--- src/rtl/indexed_insert_remove_list_top_assert.svh ---
// ----------------------------------------------------------------------------
// Assertion macros for the indexed insert/remove list
// Clocked on clk, disabled while rst is high.
// ----------------------------------------------------------------------------
`ifndef INDEXED_INSERT_REMOVE_LIST_TOP_ASSERT_SVH
`define INDEXED_INSERT_REMOVE_LIST_TOP_ASSERT_SVH

// same-cycle implication
`define IIRL_ASSERT_IMPL(lbl, ante, cons, msg) \
  lbl: assert property (@(posedge clk) disable iff (rst) (ante) |-> (cons)) \
    else $error(msg);

// next-cycle implication
`define IIRL_ASSERT_NEXT(lbl, ante, cons, msg) \
  lbl: assert property (@(posedge clk) disable iff (rst) (ante) |=> (cons)) \
    else $error(msg);

`endif

--- src/rtl/iirl_pkg.sv ---
// ----------------------------------------------------------------------------
// iirl_pkg
// Shared constants, types and helpers for the indexed insert/remove list.
// ----------------------------------------------------------------------------
`default_nettype none

package iirl_pkg;

  localparam int DEPTH      = 64;
  localparam int ELEM_WIDTH = 32;

  localparam int IDX_W = $clog2(DEPTH);
  localparam int CNT_W = $clog2(DEPTH + 1);
  // position port is 7 bits wide; compares run at the wider of the two
  localparam int POS_W = 7;
  localparam int CMP_W = (CNT_W > POS_W) ? CNT_W : POS_W;

  // read-out tree grouping
  localparam int GRP  = 8;
  localparam int NGRP = (DEPTH + GRP - 1) / GRP;

  typedef logic [ELEM_WIDTH-1:0] elem_t;

  localparam logic [2:0] OP_APPEND  = 3'd0;
  localparam logic [2:0] OP_INSERT  = 3'd1;
  localparam logic [2:0] OP_REPLACE = 3'd2;
  localparam logic [2:0] OP_REMOVE  = 3'd3;
  localparam logic [2:0] OP_GET     = 3'd4;

  localparam logic [1:0] ST_DONE  = 2'd0;
  localparam logic [1:0] ST_FULL  = 2'd1;
  localparam logic [1:0] ST_RANGE = 2'd2;

  typedef enum logic [1:0] {
    CM_HOLD,
    CM_INS,   // cell ipos takes din, cells above take left neighbour
    CM_REP,   // cell ipos takes din
    CM_REM    // cells at ipos and above take right neighbour
  } cell_mode_t;

  typedef struct packed {
    logic             load;
    cell_mode_t       mode;
    logic [IDX_W-1:0] ipos;
    logic             rd_en;
  } cell_cmd_t;

  function automatic elem_t to_elem(input logic [31:0] v);
    logic [63:0] w;
    w = 64'(v);
    return w[ELEM_WIDTH-1:0];
  endfunction

  function automatic logic [31:0] from_elem(input elem_t e);
    logic [63:0] w;
    w = 64'(e);
    return w[31:0];
  endfunction

endpackage

`default_nettype wire

--- src/rtl/iirl_cell.sv ---
// ----------------------------------------------------------------------------
// iirl_cell
// One list slot: holds an entry, shifts to/from neighbours, offers a read tap.
// ----------------------------------------------------------------------------
`default_nettype none

module iirl_cell
  import iirl_pkg::*;
(
  input  wire logic             clk,
  input  wire cell_cmd_t        cmd,
  input  wire logic [IDX_W-1:0] cell_idx,
  input  wire elem_t            din,
  input  wire elem_t            left,
  input  wire elem_t            right,
  output elem_t                 entry,
  output elem_t                 tap
);

  logic hit;
  logic above;

  assign hit   = (cell_idx == cmd.ipos);
  assign above = (cell_idx > cmd.ipos);

  always_ff @(posedge clk) begin
    if (cmd.load) begin
      case (cmd.mode)
        CM_INS: begin
          if (hit) entry <= din;
          else if (above) entry <= left;
        end
        CM_REP: begin
          if (hit) entry <= din;
        end
        CM_REM: begin
          if (hit || above) entry <= right;
        end
        default: ;
      endcase
      // only the addressed cell drives a non-zero tap
      tap <= (cmd.rd_en && hit) ? entry : '0;
    end
  end

endmodule

`default_nettype wire

--- config.mk ---
export PLATFORM = sky130hd
export DESIGN_NAME = iirl_cell
export DESIGN_NICKNAME = d
export VERILOG_FILES = /design/src/rtl/indexed_insert_remove_list_top_assert.svh /design/src/rtl/iirl_pkg.sv /design/src/rtl/iirl_cell.sv
export SDC_FILE = /design/constraint.sdc
export NUM_CORES = 1
export LEC_CHECK = 0
export BUFFER_PORTS_ARGS = -buffer_cell sky130_fd_sc_hd__buf_2
export CORE_ASPECT_RATIO = 0.6
export CORE_UTILIZATION = 29
export DETAILED_ROUTE_END_ITERATION = 8
export PLACE_DENSITY_LB_ADDON = 0.3
export SYNTH_ARGS = -nofsm -noshare
export SYNTH_HDL_FRONTEND = slang
export SYNTH_SLANG_ARGS = --single-unit
--- constraint.sdc ---
create_clock -name clk -period 9.4 [get_ports clk]
set_input_delay 0.94 -clock clk [delete_from_list [all_inputs] [get_ports clk]]
set_output_delay 0.94 -clock clk [all_outputs]
set_load 0.05 [all_outputs]
==> out/qor.json <==
{
  "clock_network": {
    "tritoncts": "yes",
    "post_cts_resize_count": 0,
    "clkSlewWorstSetupHoldPaths_ps": 50,
    "cts_hold_repair.buffers": 0,
    "postCtsSetupBuffers": 0,
    "tritoncts.num_buffers": 9,
    "clockRootBuffer": "sky130_fd_sc_hd__clkbuf_16",
    "clock_insertion_delay_worst_skew_ps": 330,
    "cts_sinks": 64,
    "cts-htree-levels": 3,
    "cts_buffer_depth": 2
  },
  "critical_path": {
    "setup.worst_path.end_class": "flip-flop",
    "ordered_list_of_cells_on_the_worst_path": "buf_2 > inv_1 > ha_1 > nand4_1 > nor2_4 > buf_4 > nor2_1 > a211oi_4 > buf_4",
    "critical_path_start_end_classification": "input port to flip-flop",
    "crit_path_frequent_cell": "sky130_fd_sc_hd__buf_4",
    "cp-start-kind": "input port",
    "critPathMaxStageDelay_ps": 640,
    "critPathArrivalTime_ps": 3650,
    "cpMaxStageDelayCell": "sky130_fd_sc_hd__nor2_4",
    "worstPathRequired_ps": 9370,
    "highest_fanout_seen_on_the_critical_path": 40
  },
  "drt": {
    "drt_wl_total_um": 8400,
    "post_drt_via_cell_ratio": 4.50,
    "vias": 2579,
    "highest_layer": "met4",
    "detailroute.wirelength.met2_um": 3670,
    "detail_route.wl_per_cell_um": 14.7,
    "drtPass1Iterations": 4,
    "final_antenna_net_count": 0,
    "met3_length_um": 832,
    "detailedRoute.firstIterationViolations": 58,
    "wl_met1_um": 3700,
    "remaining_routing_drc_violations": 0
  },
  "synthesis": {
    "synth-seq-area-share": 0.572,
    "synthMostInstantiatedCell": "sky130_fd_sc_hd__mux2i_1",
    "synth_async_sr_flop_share": 0,
    "yosys_register_bits": 64,
    "synth-edff-count": 64,
    "syn-mean-instance-area_sq_um": 14.2,
    "ys_dominant_reg_cell": "sky130_fd_sc_hd__edfxtp_1",
    "synthDominantCellAreaShare": 0.572,
    "post_synth_inst_count": 236,
    "synth_cell_type_count": 22,
    "synth_area_sq_mm": 0.00336,
    "synth_largest_area_cell": "sky130_fd_sc_hd__edfxtp_1",
    "biggest_area_contributors_in_the_synthesized_netlist": "sky130_fd_sc_hd__edfxtp_1, sky130_fd_sc_hd__mux2i_1, sky130_fd_sc_hd__and3_1",
    "synth-warning-count": 0,
    "synth_nets": 355,
    "synthTopCellsByCount": "sky130_fd_sc_hd__mux2i_1, sky130_fd_sc_hd__edfxtp_1, sky130_fd_sc_hd__and3_1"
  },
  "timing": {
    "timing.final.setup_violations": 0,
    "slew-limit-headroom": 0.285,
    "clock-skew-final_ps": 5.26,
    "hold_violations": 0,
    "rsz0062_at_grt": "no",
    "finalHoldWorstSlack_ps": 575,
    "timing_worst_slew_pin_value_ps": 1070,
    "final_cycle_utilization_of_the_critical_path": 0.392,
    "report.final.slew_viol_count": 0,
    "fmaxAchievable_mhz": 272,
    "fin_tns_setup_ps": 0,
    "timing.final.ws_setup_ps": 5720,
    "finalCriticalPeriod_ps": 3680
  },
  "run": {
    "drv.max_cap_violation_count": 0
  },
  "die": {
    "pin_count": 177,
    "floorplan.die_area_sq_mm": 0.0120,
    "die_height_um": 85.4,
    "fp-row-count": 30,
    "die-width_um": 141,
    "start_util": 0.297,
    "fp.coreArea_sq_mm": 0.0113
  },
  "cells_and_area": {
    "design_area_sq_mm": 0.00469,
    "drive_above_1_share": 0.467,
    "final-seq-area_sq_mm": 0.00192,
    "antenna_cells_inserted": 0,
    "nNetsFinal": 528,
    "fillcell_total": 1104,
    "synthToLayoutAreaGrowth_pct": 39.5,
    "multiInputGateArea_sq_mm": 0.00133
  },
  "place": {
    "place_worst_setup_slack_ps": 5350,
    "port_buffers": 176,
    "place_area_sq_mm": 0.00439,
    "detailed_place_hpwl_um": 6010,
    "gp_congestion": 0.767
  },
  "global_routing": {
    "grt_overflow_total": 0,
    "global_route_wire_length_before_repair_um": 12800,
    "first_global_vias": 2512,
    "grt_start_max_net_pins": 41,
    "grt_antenna_before_repair": 0,
    "globalRouteTotalUtil": 0.143
  },
  "power": {
    "pleak_uw": 0.00225,
    "power_switching_uw": 200,
    "power.internal_uw": 603,
    "combinational_power_share": 0.166,
    "p_per_area_mw_per_mm2": 171,
    "power.clock.fraction": 0.418,
    "vdd_drop_max_mv": 0.0698,
    "power.share.sequential": 0.417,
    "power.share.switching": 0.249
  },
  "min_path": {
    "worst_hold_path_type": "flip-flop to flip-flop"
  },
  "status": {
    "outcome": "finished clean"
  }
}
[logic make-up after synthesis]
| kind of cell | count (synthesis) | synth area share |
|---|---|---|
| buffers and inverters | 25 | 0.0384 |
| multiplexers | 94 | 0.280 |
| AND/OR/NAND/NOR | 40 | 0.0726 |
| flip-flops | 64 | 0.572 |
| AO/OA/AOI/OAI | 7 | 0.0145 |
| adder cells (fa/ha/maj) | 6 | 0.0223 |
[state kept, by name, indices dropped and copies added, names as in the netlist]
register	count
entry	32
tap	32
[path summary, 6_finish.rpt]
| kind | startpoint | end | slack (ps) | cells after the start |
|---|---|---|---|---|
| max | cmd[4] | entry[11]$_DFFE_PP_ | 5720 | 9 |
| min reg2reg | entry[16]$_DFFE_PP_ | tap[16]$_SDFFCE_PN0P_ | 570 | 1 |
| max reg2reg | entry[2]$_DFFE_PP_ | tap[2]$_SDFFCE_PN0P_ | 8570 | 1 |
| min | entry[16]$_DFFE_PP_ | tap[16]$_SDFFCE_PN0P_ | 570 | 1 |
[power by group through the flow]
| stage | sequential [uW] | combinational [uW] | clock [uW] |
|---|---|---|---|
| after detailed placement | 341 | 135 | 0 |
| after global routing | 336 | 143 | 359 |
| after CTS | 335 | 135 | 345 |
| final | 335 | 133 | 335 |
| after global placement | 340 | 132 | 0 |
| after floorplan | 384 | 40.5 | 0 |
[worst max-delay path: cells and delay by family]
family          cells  cell delay (ps)
fa+ha+maj           1              310
buf+inv             4             1130
compound gates      1              260
simple gates        3              980
[per-layer routing]
metal  vias to the layer above  GRT usage
li1                       1252          -
met1                      1183      0.172
met2                       127      0.224
met3                        17     0.0638
met4                         0     0.0613
met5                         -          0
[placed cells by master, fill, tap and decap left out, drive strengths merged]
cell | Yosys | layout
buf | 11 | 180
mux2i | 94 | 94
edfxtp | 64 | 64
and3 | 32 | 32
clkbuf | 7 | 9
inv | 7 | 7
ha | 6 | 6
clkinv | 0 | 4
nor2 | 3 | 3
a21oi | 2 | 2
o21ai | 2 | 2
bufinv | 0 | 2
nand2 | 1 | 1
nand4 | 1 | 1
or3 | 1 | 1
nand3b | 1 | 1
o211a | 1 | 1
nor2b | 1 | 1
o2111a | 1 | 1
a211oi | 1 | 1
[final cells by class]
cell class                      instances  area share
Tap cell                              160      0.0427
Multi-Input combinational cell        147       0.283
Clock inverter                          6      0.0160
Inverter                                7     0.00561
Timing Repair Buffer                  180       0.194
Clock buffer                            9      0.0481
Sequential cell                        64       0.410
[stage by stage]
step | utilization | power (uW) | instances
3_5_place_dp | 0.388 | 475 | 558
5_1_grt | 0.415 | 838 | 573
6_report | 0.415 | 803 | 573
3_3_place_gp | 0.388 | 472 | 558
2_1_floorplan | - | 424 | 236
4_1_cts | 0.415 | 815 | 573
Note: power is estimated with default switching activity, not from simulation.
